--- src/ahs_pkg.sv ---
// ----------------------------------------------------------------------------
// ahs_pkg
// Shared types, codes and default sizes for the address hash set.
// ----------------------------------------------------------------------------
package ahs_pkg;

   localparam int DEF_INDEX_BITS = 4;
   localparam int DEF_WAYS       = 4;
   localparam int DEF_KEY_BITS   = 64;

   localparam int TYPE_W  = 2;
   localparam int KEY_W   = 64;
   localparam int STAT_W  = 2;
   localparam int COUNT_W = 7;

   localparam logic [TYPE_W-1:0] OP_ADD   = 2'd0;
   localparam logic [TYPE_W-1:0] OP_DEL   = 2'd1;
   localparam logic [TYPE_W-1:0] OP_CHECK = 2'd2;

   localparam logic [STAT_W-1:0] ST_OK     = 2'd0;
   localparam logic [STAT_W-1:0] ST_EXISTS = 2'd1;
   localparam logic [STAT_W-1:0] ST_ABSENT = 2'd2;
   localparam logic [STAT_W-1:0] ST_FULL   = 2'd3;

   typedef struct packed {
      logic clear_we;
      logic capture;
      logic scan;
      logic commit;
   } ahs_cmd_type;

   typedef struct packed {
      logic out_free;
   } ahs_stat_type;

endpackage

--- src/ahs_ctrl.sv ---
// ----------------------------------------------------------------------------
// ahs_ctrl
// Sequencer: clearing pass, item capture, way scan and commit.
// ----------------------------------------------------------------------------
module ahs_ctrl
   import ahs_pkg::*;
#(
   parameter int INDEX_BITS = DEF_INDEX_BITS,
   parameter int WAYS       = DEF_WAYS,
   localparam int WAY_W     = (WAYS > 1) ? $clog2(WAYS) : 1
) (
   input  logic                  clock,
   input  logic                  reset,
   input  logic                  req_valid,
   output logic                  req_stall,
   input  ahs_stat_type          stat,
   output ahs_cmd_type           cmd,
   output logic [INDEX_BITS-1:0] clear_row,
   output logic [WAY_W-1:0]      scan_way,
   output logic [WAY_W-1:0]      rd_way
);

   localparam logic [1:0] S_CLEAR  = 2'd0;
   localparam logic [1:0] S_IDLE   = 2'd1;
   localparam logic [1:0] S_SCAN   = 2'd2;
   localparam logic [1:0] S_COMMIT = 2'd3;

   localparam logic [WAY_W-1:0] LAST_WAY = WAY_W'(WAYS - 1);

   logic [1:0]            state_ff, state_in;
   logic [INDEX_BITS-1:0] row_ff, row_in;
   logic [WAY_W-1:0]      way_ff, way_in;

   always_comb begin
      state_in     = state_ff;
      row_in       = row_ff;
      way_in       = way_ff;
      cmd          = '0;
      req_stall    = 1'b1;
      rd_way       = '0;
      case (state_ff)
         S_CLEAR: begin
            cmd.clear_we = 1'b1;
            row_in       = row_ff + INDEX_BITS'(1);
            if (row_ff == '1) begin
               state_in = S_IDLE;
            end
         end
         S_IDLE: begin
            req_stall = 1'b0;
            if (req_valid) begin
               cmd.capture = 1'b1;
               way_in      = '0;
               state_in    = S_SCAN;
            end
         end
         S_SCAN: begin
            cmd.scan = 1'b1;
            rd_way   = way_ff + WAY_W'(1);
            if (way_ff == LAST_WAY) begin
               state_in = S_COMMIT;
            end else begin
               way_in = way_ff + WAY_W'(1);
            end
         end
         S_COMMIT: begin
            if (stat.out_free) begin
               cmd.commit = 1'b1;
               state_in   = S_IDLE;
            end
         end
         default: begin
            state_in = S_IDLE;
         end
      endcase
   end

   assign clear_row = row_ff;
   assign scan_way  = way_ff;

   always_ff @(posedge clock) begin
      if (reset) begin
         state_ff <= S_CLEAR;
         row_ff   <= '0;
         way_ff   <= '0;
      end else begin
         state_ff <= state_in;
         row_ff   <= row_in;
         way_ff   <= way_in;
      end
   end

endmodule

--- config.mk ---
export PLATFORM = sky130hd
export DESIGN_NAME = ahs_ctrl
export DESIGN_NICKNAME = d
export VERILOG_FILES = /design/src/ahs_pkg.sv /design/src/ahs_ctrl.sv
export SDC_FILE = /design/constraint.sdc
export NUM_CORES = 1
export LEC_CHECK = 0
export BUFFER_PORTS_ARGS = -buffer_cell sky130_fd_sc_hd__buf_2
export CORE_AREA = 10 10 47 49
export CTS_CLUSTER_DIAMETER = 200
export DETAILED_ROUTE_END_ITERATION = 10
export DIE_AREA = 0 0 57 59
export REMOVE_ABC_BUFFERS = 1
export SKIP_LAST_GASP = 1
export SLEW_MARGIN = 0
export SYNTH_ARGS = -nofsm -noshare
export SYNTH_HDL_FRONTEND = slang
export SYNTH_SLANG_ARGS = --single-unit
--- constraint.sdc ---
create_clock -name clock -period 4.8 [get_ports clock]
set_input_delay 0.96 -clock clock [delete_from_list [all_inputs] [get_ports clock]]
set_output_delay 0.96 -clock clock [all_outputs]
set_load 0.01 [all_outputs]
==> run_results.csv <==
group,metric,value,unit
outcome,outcome,"completed",
power,internal-power,0.174,mW
synth,yosys_warnings,0,
sta,relSlewSlack,75.4,%
finish,area_growth_syn_to_layout,24.1,%
critical_path,crit_arrival,1.35,ns
clock_network,numCtsBuffers,3,
floorplanning,pin_count,17,
floorplanning,die_h,59,um
critical_path,critPathMaxFanout,3,
drt,routedWlPerCell,12.3,um
critical_path,crit_top_cell,"buf_2",
clock_network,htreeDepth,1,
drt,wirelength,1080,um
clock_network,clockBufferDepth,2,
power,seq_power_share,35.2,%
sta,finalCritPeriodShare,48.1,%
clock_network,cts_sinks,8,
critical_path,max_stage_delay,0.14,ns
finish,fillerInstances,151,
synth,syn_inst,54,
floorplanning,fp.dieW,57,um
sta,worstMarginPinSlew,0.368,ns
sta,fmax,434,MHz
critical_path,slowest_stage,"and2_1",
sta,skew,0.00321,ns
sta,fin_crit,2.31,ns
power,leakage,0.289,nW
power,max-vdd-ir-drop,188,uV
sta,slew_viol_final,0,
clock_network,postCtsSetupRepairBufs,0,
placement,dp_slack,2.49,ns
clock_network,cts_tree,"built",
grt,grt_pass1_wl,1950,um
critical_path,endpoint_kind,"primary output",
drt,vias,429,
critical_path,critical_path_class,"input pin to primary output",
placement,placed_cell_area,591,um^2
power,swShare,38.8,%
floorplanning,initial_core_util,35.3,%
sta,setup_slack,2.49,ns
finish,layout_common_cells,"16 x buf_2, 8 x dfxtp_1, 7 x nor2_1",
critical_path,cp_top_family,"buffers and inverters",
synth,synth.cell_area,494,um^2
placement,io_buffer_count,16,
grt,grt-ovfl-total,0,
drt,drt_iter0_drc,8,
power,combPwrFrac,47.4,%
floorplanning,die_area,3360,um^2
synth,synthDistinctLibCells,22,
power,clock_power_share,17.4,%
run,drv_cap,0,
sta,finalSetupViolCount,0,
grt,antenna_found_initial,0,
critical_path,worst-path-buf-inv,2,
placement,routabilityCongestion,0.689,
critical_path,crit_chain,"buf_2, and2_1, buf_2",
finish,finalInstanceArea,613,um^2
synth,synth_seq_cells,8,
sta,hold_viol,0,
drt,viasPerCell,4.88,
grt,grt_max_degree,9,
sta,rsz0062_at_grt,"no",
clock_network,clk_pin_slew,0.05,ns
finish,drive_gt1_share,30.6,%
placement,dp_hpwl,866,um
clock_network,cts_root_buf,"clkbuf_4",
sta,fin_tns_setup,0,ns
critical_path,startpoint_type,"input pin",
grt,grt_pass1_vias,468,
finish,antennaDiodeCount,0,
floorplanning,num_rows,14,
grt,grt_use_total,7.28,%
drt,drt_pass1_iterations,3,
power,power_density,465,nW/um^2
clock_network,clkLatencyLatePin,0.25,ns
finish,fin_cells,88,
finish,layout_commonest_cell,"buf_2",
power,power_switching,0.111,mW
placement,dp.cells,85,
finish,nNetsFinal,84,
power,fin_total_pwr,0.285,mW
drt,drc,0,
synth,ys_seq_area_share,32.4,%
drt,antenna_left,0,
critical_path,critical_path_required,3.84,ns
clock_network,ctsResizeCount,0,
worst_hold_path,hp-class,"register to register",
clock_network,hold_buffers,0,
synth,syn_avg_cell_area,9.15,um^2
floorplanning,coreArea,1400,um^2
[power groups by stage]
stage	combinational, mW	sequential, mW	clock [mW]
floorplan	0.0909	0.105	0
global placement	0.134	0.101	0
detailed placement	0.138	0.102	0
CTS	0.139	0.101	0.0519
global route	0.152	0.103	0.0579
finish	0.135	0.100	0.0496
[per-stage QoR]
stage	hold slack, ns	util [%]
3_3_place_gp	0.518	42.1
2_1_floorplan	0.505	-
6_report	0.537	43.8
3_5_place_dp	0.528	42.1
4_1_cts	0.538	43.8
5_1_grt	0.572	43.8
[layer usage]
layer | wire [um] | part of all wire (%) | global-route usage, %
met5 | 0 | 0 | 0
met4 | 10 | 0.93 | 5.03
met2 | 520 | 48 | 12.4
met1 | 473 | 44 | 6.70
met3 | 74 | 6.9 | 3.65
[Yosys cell counts]
master,n,area share [%]
a211oi_1,1,1.5
o21ai_1,1,1.0
nand4_1,1,1.3
inv_1,3,2.3
buf_1,1,0.76
nor2_1,7,5.3
nand3b_1,1,1.5
dfxtp_1,8,32
mux2i_1,2,4.1
nor3_1,1,1.0
nand2_1,1,0.76
and2_1,6,7.6
a21oi_1,1,1.0
ha_1,6,15
and2b_4,1,2.0
nand3_2,1,2.0
nor2b_1,4,5.1
a2111oi_4,1,5.6
xnor2_1,1,1.8
a31oi_1,1,1.3
o21ai_0,3,3.0
xor2_1,2,3.5
[final timing paths]
path	from	end	slack (ns)	depth (start not counted)
worst min-delay path	scan_way[1]	scan_way[1]	0.54	2
worst max-delay path	req_valid	cmd[2]	2.49	3
worst min register to register	scan_way[1]	scan_way[1]	0.54	2
worst max register to register	state_ff[0]	state_ff[1]	3.12	6
[kinds of logic (layout without fill, tap and decap cells)]
family          Yosys count  after routing  synth area share [%]
simple gates             23             23                  26.6
fa+ha+maj                 6              6                  15.2
flops                     8              8                  32.4
buf+inv                   4             22                  3.04
mux                       2              2                  4.05
compound gates            8              8                  13.4
xor+xnor                  3              3                  5.32
[cell type report]
type	count	area, um^2	share of cell area, %
multi-input combinational	42	319	52.0
sequential	8	160	26.1
inverter	3	11.3	1.84
timing repair buffer	16	80.1	13.1
clock buffer	3	22.5	3.67
tap	16	20.0	3.27
[worst register-to-register path: stages (launching register included)]
cell and delay [ns]:
dfxtp_1 0.38, inv_1 0.08, ha_1 0.28, nor2b_1 0.20
a2111oi_4 0.35, mux2i_1 0.23, nor2_1 0.05
[flip-flops by register name, summed over array words and instances (netlist names)]
register,count
scan_way,2
clear_row,4
state_ff,2
Power figures use the tool's default switching activity.
