===== src/ahs_pkg.sv =====
// ----------------------------------------------------------------------------
// ahs_pkg
// Shared types, codes and default sizes for the address hash set.
// ----------------------------------------------------------------------------
package ahs_pkg;

   localparam int DEF_INDEX_BITS = 4;
   localparam int DEF_WAYS       = 4;
   localparam int DEF_KEY_BITS   = 64;

   localparam int TYPE_W  = 2;
   localparam int KEY_W   = 64;
   localparam int STAT_W  = 2;
   localparam int COUNT_W = 7;

   localparam logic [TYPE_W-1:0] OP_ADD   = 2'd0;
   localparam logic [TYPE_W-1:0] OP_DEL   = 2'd1;
   localparam logic [TYPE_W-1:0] OP_CHECK = 2'd2;

   localparam logic [STAT_W-1:0] ST_OK     = 2'd0;
   localparam logic [STAT_W-1:0] ST_EXISTS = 2'd1;
   localparam logic [STAT_W-1:0] ST_ABSENT = 2'd2;
   localparam logic [STAT_W-1:0] ST_FULL   = 2'd3;

   typedef struct packed {
      logic clear_we;
      logic capture;
      logic scan;
      logic commit;
   } ahs_cmd_type;

   typedef struct packed {
      logic out_free;
   } ahs_stat_type;

endpackage


===== src/ahs_datapath.sv =====
// ----------------------------------------------------------------------------
// ahs_datapath
// Key and valid memories, way compare, count and result register.
// ----------------------------------------------------------------------------
module ahs_datapath
   import ahs_pkg::*;
#(
   parameter int INDEX_BITS = DEF_INDEX_BITS,
   parameter int WAYS       = DEF_WAYS,
   parameter int KEY_BITS   = DEF_KEY_BITS,
   localparam int WAY_W     = (WAYS > 1) ? $clog2(WAYS) : 1
) (
   input  logic                  clock,
   input  logic                  reset,
   input  ahs_cmd_type           cmd,
   output ahs_stat_type          stat,
   input  logic [INDEX_BITS-1:0] clear_row,
   input  logic [WAY_W-1:0]      scan_way,
   input  logic [WAY_W-1:0]      rd_way,
   input  logic [TYPE_W-1:0]     req_type,
   input  logic [KEY_W-1:0]      req_key,
   output logic                  rsp_valid,
   input  logic                  rsp_stall,
   output logic                  rsp_present,
   output logic [STAT_W-1:0]     rsp_status,
   output logic [COUNT_W-1:0]    rsp_entry_count
);

   localparam int BUCKETS = 1 << INDEX_BITS;
   localparam int ADDR_W  = INDEX_BITS + WAY_W;
   localparam int DEPTH   = 1 << ADDR_W;

   logic [KEY_BITS-1:0]   key_mem [DEPTH];
   logic [WAYS-1:0]       valid_mem [BUCKETS];

   logic [KEY_BITS-1:0]   req_kbits;
   logic [INDEX_BITS-1:0] req_bucket;
   logic [ADDR_W-1:0]     rd_addr;

   logic [TYPE_W-1:0]     op_ff;
   logic [KEY_BITS-1:0]   key_ff;
   logic [INDEX_BITS-1:0] bucket_ff;
   logic [KEY_BITS-1:0]   key_rd_ff;
   logic [WAYS-1:0]       vrow_ff;
   logic                  hit_ff, hit_in;
   logic [WAY_W-1:0]      hit_way_ff, hit_way_in;
   logic                  free_ff, free_in;
   logic [WAY_W-1:0]      free_way_ff, free_way_in;
   logic [COUNT_W-1:0]    count_ff, count_in;

   logic                  rsp_valid_ff;
   logic                  rsp_present_ff;
   logic [STAT_W-1:0]     rsp_status_ff;
   logic [COUNT_W-1:0]    rsp_count_ff;

   logic [STAT_W-1:0]     status_c;
   logic [WAYS-1:0]       new_row;
   logic                  key_we;
   logic                  cur_valid;

   assign req_kbits = req_key[KEY_BITS-1:0];

   generate
      if (INDEX_BITS >= KEY_BITS) begin : g_idx_whole
         assign req_bucket = INDEX_BITS'(req_kbits);
      end else begin : g_idx_top
         assign req_bucket = req_kbits[KEY_BITS-1 -: INDEX_BITS];
      end
   endgenerate

   assign rd_addr = cmd.capture ? {req_bucket, rd_way} : {bucket_ff, rd_way};

   // way scan
   assign cur_valid = vrow_ff[scan_way];

   always_comb begin
      hit_in      = hit_ff;
      hit_way_in  = hit_way_ff;
      free_in     = free_ff;
      free_way_in = free_way_ff;
      if (cmd.capture) begin
         hit_in  = 1'b0;
         free_in = 1'b0;
      end else if (cmd.scan) begin
         if (cur_valid) begin
            if (!hit_ff && key_rd_ff == key_ff) begin
               hit_in     = 1'b1;
               hit_way_in = scan_way;
            end
         end else if (!free_ff) begin
            free_in     = 1'b1;
            free_way_in = scan_way;
         end
      end
   end

   // commit
   always_comb begin
      status_c = ST_OK;
      new_row  = vrow_ff;
      count_in = count_ff;
      key_we   = 1'b0;
      if (op_ff == OP_ADD) begin
         if (hit_ff) begin
            status_c = ST_EXISTS;
         end else if (!free_ff) begin
            status_c = ST_FULL;
         end else begin
            key_we                = cmd.commit;
            new_row[free_way_ff]  = 1'b1;
            count_in              = count_ff + COUNT_W'(1);
         end
      end else if (op_ff == OP_DEL) begin
         if (hit_ff) begin
            new_row[hit_way_ff] = 1'b0;
            count_in            = count_ff - COUNT_W'(1);
         end else begin
            status_c = ST_ABSENT;
         end
      end
   end

   assign stat.out_free = !rsp_valid_ff || !rsp_stall;

   always_ff @(posedge clock) begin
      key_rd_ff <= key_mem[rd_addr];
      if (key_we) begin
         key_mem[{bucket_ff, free_way_ff}] <= key_ff;
      end
   end

   always_ff @(posedge clock) begin
      if (cmd.capture) begin
         vrow_ff <= valid_mem[req_bucket];
      end
      if (cmd.clear_we) begin
         valid_mem[clear_row] <= '0;
      end else if (cmd.commit) begin
         valid_mem[bucket_ff] <= new_row;
      end
   end

   always_ff @(posedge clock) begin
      if (cmd.capture) begin
         op_ff     <= req_type;
         key_ff    <= req_kbits;
         bucket_ff <= req_bucket;
      end
      hit_way_ff  <= hit_way_in;
      free_way_ff <= free_way_in;
      if (cmd.commit) begin
         rsp_present_ff <= hit_ff;
         rsp_status_ff  <= status_c;
         rsp_count_ff   <= count_in;
      end
   end

   always_ff @(posedge clock) begin
      if (reset) begin
         hit_ff       <= 1'b0;
         free_ff      <= 1'b0;
         count_ff     <= '0;
         rsp_valid_ff <= 1'b0;
      end else begin
         hit_ff  <= hit_in;
         free_ff <= free_in;
         if (cmd.commit) begin
            count_ff     <= count_in;
            rsp_valid_ff <= 1'b1;
         end else if (!rsp_stall) begin
            rsp_valid_ff <= 1'b0;
         end
      end
   end

   assign rsp_valid       = rsp_valid_ff;
   assign rsp_present     = rsp_present_ff;
   assign rsp_status      = rsp_status_ff;
   assign rsp_entry_count = rsp_count_ff;

endmodule


===== config.mk =====
export PLATFORM = sky130hd
export DESIGN_NAME = ahs_datapath
export DESIGN_NICKNAME = d
export VERILOG_FILES = /design/src/ahs_pkg.sv /design/src/ahs_datapath.sv
export SDC_FILE = /design/constraint.sdc
export NUM_CORES = 2
export LEC_CHECK = 0
export ABC_CLOCK_PERIOD_IN_PS = 9750
export BUFFER_PORTS_ARGS = -buffer_cell sky130_fd_sc_hd__clkbuf_2
export CAP_MARGIN = 20
export CORE_ASPECT_RATIO = 0.75
export CORE_MARGIN = 1
export CORE_UTILIZATION = 43
export DETAILED_ROUTE_END_ITERATION = 6
export GPL_TIMING_DRIVEN = 0
export MAX_ROUTING_LAYER = met4
export SLEW_MARGIN = 10
export SYNTH_ARGS = -nofsm -noshare
export SYNTH_HDL_FRONTEND = slang
export SYNTH_MEMORY_MAX_BITS = 65536
export SYNTH_SLANG_ARGS = --single-unit

===== constraint.sdc =====
create_clock -name clock -period 9.75 [get_ports clock]
set_input_delay 0 -clock clock [delete_from_list [all_inputs] [get_ports clock]]
set_output_delay 0 -clock clock [all_outputs]
set_load 0.1 [all_outputs]

==> impl_metrics.csv <==
group,metric,value,unit
run,drv_cap,0,
die,die_area,0.387,mm2
die,core-area,0.381,mm2
routing,vias,89500,
placement,dpl.hpwl,361000,um
clock_tree,cts_buffers,399,
logic_synthesis,syn-num-nets,7946,
sta,hold_violations,0,
final_layout,drive_above_1_share,0.267,
logic_synthesis,synth-seq-cells,4318,
sta,clock_skew,0.0841,ns
outcome,violations,"design-rule violations",
critical_path,endpoint,"key_rd_ff[60]$_DFF_P_",
grt,grt_pass1_wl,708000,um
critical_path,slowest_stage,"buf_2",
die,num_io_pins,93,
logic_synthesis,avgSynthCellArea,21.0,um2
sta,min_period,4.86,ns
clock_tree,h-tree-depth,5,
logic_synthesis,synth_edf_count,4244,
final_layout,layout_common_cells,"edfxtp_1 (4244), mux4_2 (1045), nand2_1 (919), clkbuf_16 (407), nand3_1 (265)",
grt,antenna_found_initial,25,
sta,drv_slew,0,
logic_synthesis,synth-compound-area-share,0.0167,
clock_tree,cts_tree,"done",
logic_synthesis,synthFlopType,"edfxtp_1",
routing,wirelength,519000,um
critical_path,startpoint_type,"flip-flop",
critical_path,cpPeakStageDelay,0.95,ns
sta,max-slew-margin-rel,0.161,
final_layout,area_growth,18.6,%
critical_path,crit_path_start,"key_ff[60]$_DFFE_PP_",
critical_path,worst_ep_arrival_time,5.62,ns
logic_synthesis,yosysUniqueCellTypes,51,
logic_synthesis,synth_top_family_by_area,"multiplexers",
critical_path,path_class,"reg2reg",
clock_tree,clkTransAtPathRegs,0.06,ns
sta,setup_viol,0,
die,fp-row-count,196,
routing,route.detailed.drc,169,
min_path,hold_start,"cmd[1]",
final_layout,utilization,0.514,
sta,finalCritPeriodShare,0.499,
final_layout,multi_input_area,0.0341,mm2
logic_synthesis,netlist_instances,7863,
final_layout,seq_area,0.129,mm2
placement,place_congestion,0.872,
critical_path,worstPathRequired,10.51,ns
logic_synthesis,ys_seq_area_frac,0.781,
routing,post_drt_wl_per_cell,36.2,um
critical_path,reg2reg_from,"key_ff[60]$_DFFE_PP_",
routing,ant_nets,0,
logic_synthesis,synth_area,0.165,mm2
clock_tree,clock_latency,0.97,ns
critical_path,cp-end-kind,"flip-flop",
logic_synthesis,yosys.area_share.simple,0.0409,
placement,portBuffers,88,
grt,grt_pass1_vias,86800,
logic_synthesis,synth-async-reset-ratio,0,
clock_tree,clk_path_buf_depth,4,
routing,firstDrtPassIters,7,
grt,grt-ovfl-total,0,
sta,worst_pin_slew,1.25,ns
outcome,status,"finished, violations left",
routing,drt-initial-drc-count,14600,
pwr,leakagePower,61.7,nW
critical_path,timing.rr.end,"key_rd_ff[60]$_DFF_P_",
logic_synthesis,synth_mux_area_frac,0.143,
critical_path,ff2ff_path_depth,8,
die,die_height,539,um
clock_tree,clock-sinks,4318,
critical_path,reg2reg_slack,4.89,ns
pwr,p_per_area,202,mW/mm2
critical_path,cp_max_fo,12,
final_layout,nFillCells,29600,
placement,place_inst,13400,
grt,grt_max_degree,54,
sta,fmax,206,MHz
min_path,hp-class,"in2reg",
die,chipWidth,718,um
grt,grt_usage,0.274,
routing,via_per_inst,6.25,
clock_tree,clockRootBuffer,"clkbuf_16",
sta,hold_slack,0.0635,ns
die,initial_utilization,0.433,
logic_synthesis,synthAdderAreaFrac,0.000152,
final_layout,fin_cells,14300,
logic_synthesis,synth_xor_area_frac,0.00281,
logic_synthesis,yosysWarningCount,0,
sta,rsz0062_at_grt,"false",
final_layout,layout_commonest_cell,"edfxtp_1",
final_layout,fin_nets,9009,
critical_path,crit_chain,"mux2i_4 > buf_16 > buf_2 > clkbuf_1 > nand2_1 > nand3_1 > nand4_1 > nor3_1",
pwr,ir_drop,0.000160,V
[cell usage after synthesis, types with 2 or more instances]
library cell  count  area [um2]
a211oi_1          2        15.0
a21oi_1         140         701
a21oi_4           4        65.1
a311oi_1        128        1120
a31oi_1           4        25.0
buf_1            59         221
buf_2           131         656
buf_4            67         503
buf_6            63         709
clkbuf_1        123         462
dfxtp_1          74        1480
edfxtp_1       4244      127000
ha_1              2        25.0
inv_1            11        41.3
mux2_2            2        22.5
mux2i_4           2        45.0
mux4_2         1045       23500
nand2_1         919        3450
nand2b_1         44         275
nand3_1         265        1330
nand3b_1          4        30.0
nand4_1          98         613
nand4bb_1         2        22.5
nor2_1          103         387
nor2b_1           9        56.3
nor3_1           80         400
nor3b_1           4        30.0
nor4_1           11        68.8
nor4b_1           2        17.5
o2111ai_1         7        61.3
o211ai_1          3        22.5
o21ai_0         136         681
o32a_1            2        20.0
or3_1             4        25.0
or3b_2            2        17.5
xnor2_1          45         394
xor2_1            8        70.1
[sequential cells by signal, indices dropped and copies added, names as in the netlist]
signal           flops
valid_mem           64
free_ff              1
key_mem           4096
hit_way_ff           2
key_ff              64
count_ff             7
key_rd_ff           64
rsp_valid            1
vrow_ff              4
op_ff                2
hit_ff               1
rsp_entry_count      7
free_way_ff          2
rsp_status           2
rsp_present          1
[critical path, delay by kind of cell, from the launching register on]
kind	cells	cell delay [ns]
buffers and inverters	3	1.74
and+or+nand+nor	4	1.59
muxes	1	0.60
DFF	1	0.65
[kinds of logic after synthesis]
kind of cell / Yosys count
AOI/OAI and AO/OA: 432
xor gates and xnor gates: 53
adders and majority gates: 2
buffers and inverters: 456
DFF: 4318
muxes: 1051
and+or+nand+nor: 1551
[where the power goes]
| part | total, mW | internal, mW | switching, mW |
|---|---|---|---|
| clock | 15.9 | 8.91 | 6.95 |
| combinational | 2.83 | 0.933 | 1.90 |
| sequential | 20.8 | 20.6 | 0.181 |
[through the flow]
stage	TNS [ns]	setup WS [ns]	cell area (um2)	power, mW
floorplan	0	4.64	165000	22.4
global placement	-4625.43	-2.58	172000	23.6
detailed placement	0	4.48	181000	23.9
CTS	0	4.85	196000	39.5
global route	0	4.90	196000	40.3
finish	0	4.89	196000	39.5
[worst min path at each step]
stage                     cells past startpoint  slack [ns]                       end
after global routing                          3        0.06  free_way_ff[0]$_DFFE_PP_
after global placement                        1        0.18      key_ff[57]$_DFFE_PP_
after detailed placement                      1        0.18      key_ff[27]$_DFFE_PP_
final                                         3        0.06  free_way_ff[0]$_DFFE_PP_
after CTS                                     3       0.002  free_way_ff[1]$_DFFE_PP_
after floorplan                               0         0.1  free_way_ff[0]$_DFFE_PP_
[metal layers]
| layer | share of wire | track usage | vias to the layer above |
|---|---|---|---|
| met5 | 0 | - | - |
| met4 | 0.036 | 0.0850 | 0 |
| met3 | 0.13 | 0.0773 | 909 |
| met2 | 0.43 | 0.379 | 6053 |
| met1 | 0.40 | 0.394 | 47900 |
| li1 | - | - | 34700 |
[what timing repair did]
action,in CTS,in global routing
hold buffers,156,0
buffers inserted,0,0
gates resized for setup,0,0
endpoints found under the setup margin,0,0
endpoints found under the hold margin,225,0
[layout make-up]
cell class	count	share of cell area
Tap cell	5049	0.0322
Multi-Input combinational cell	3089	0.174
Timing Repair Buffer	662	0.0555
Sequential cell	4318	0.658
Inverter	12	0.000230
Clock buffer	510	0.0549
Antenna cell	30	0.000383
Clock inverter	215	0.0114
Buffer	444	0.0131
Note: power is estimated with default switching activity, not from simulation.
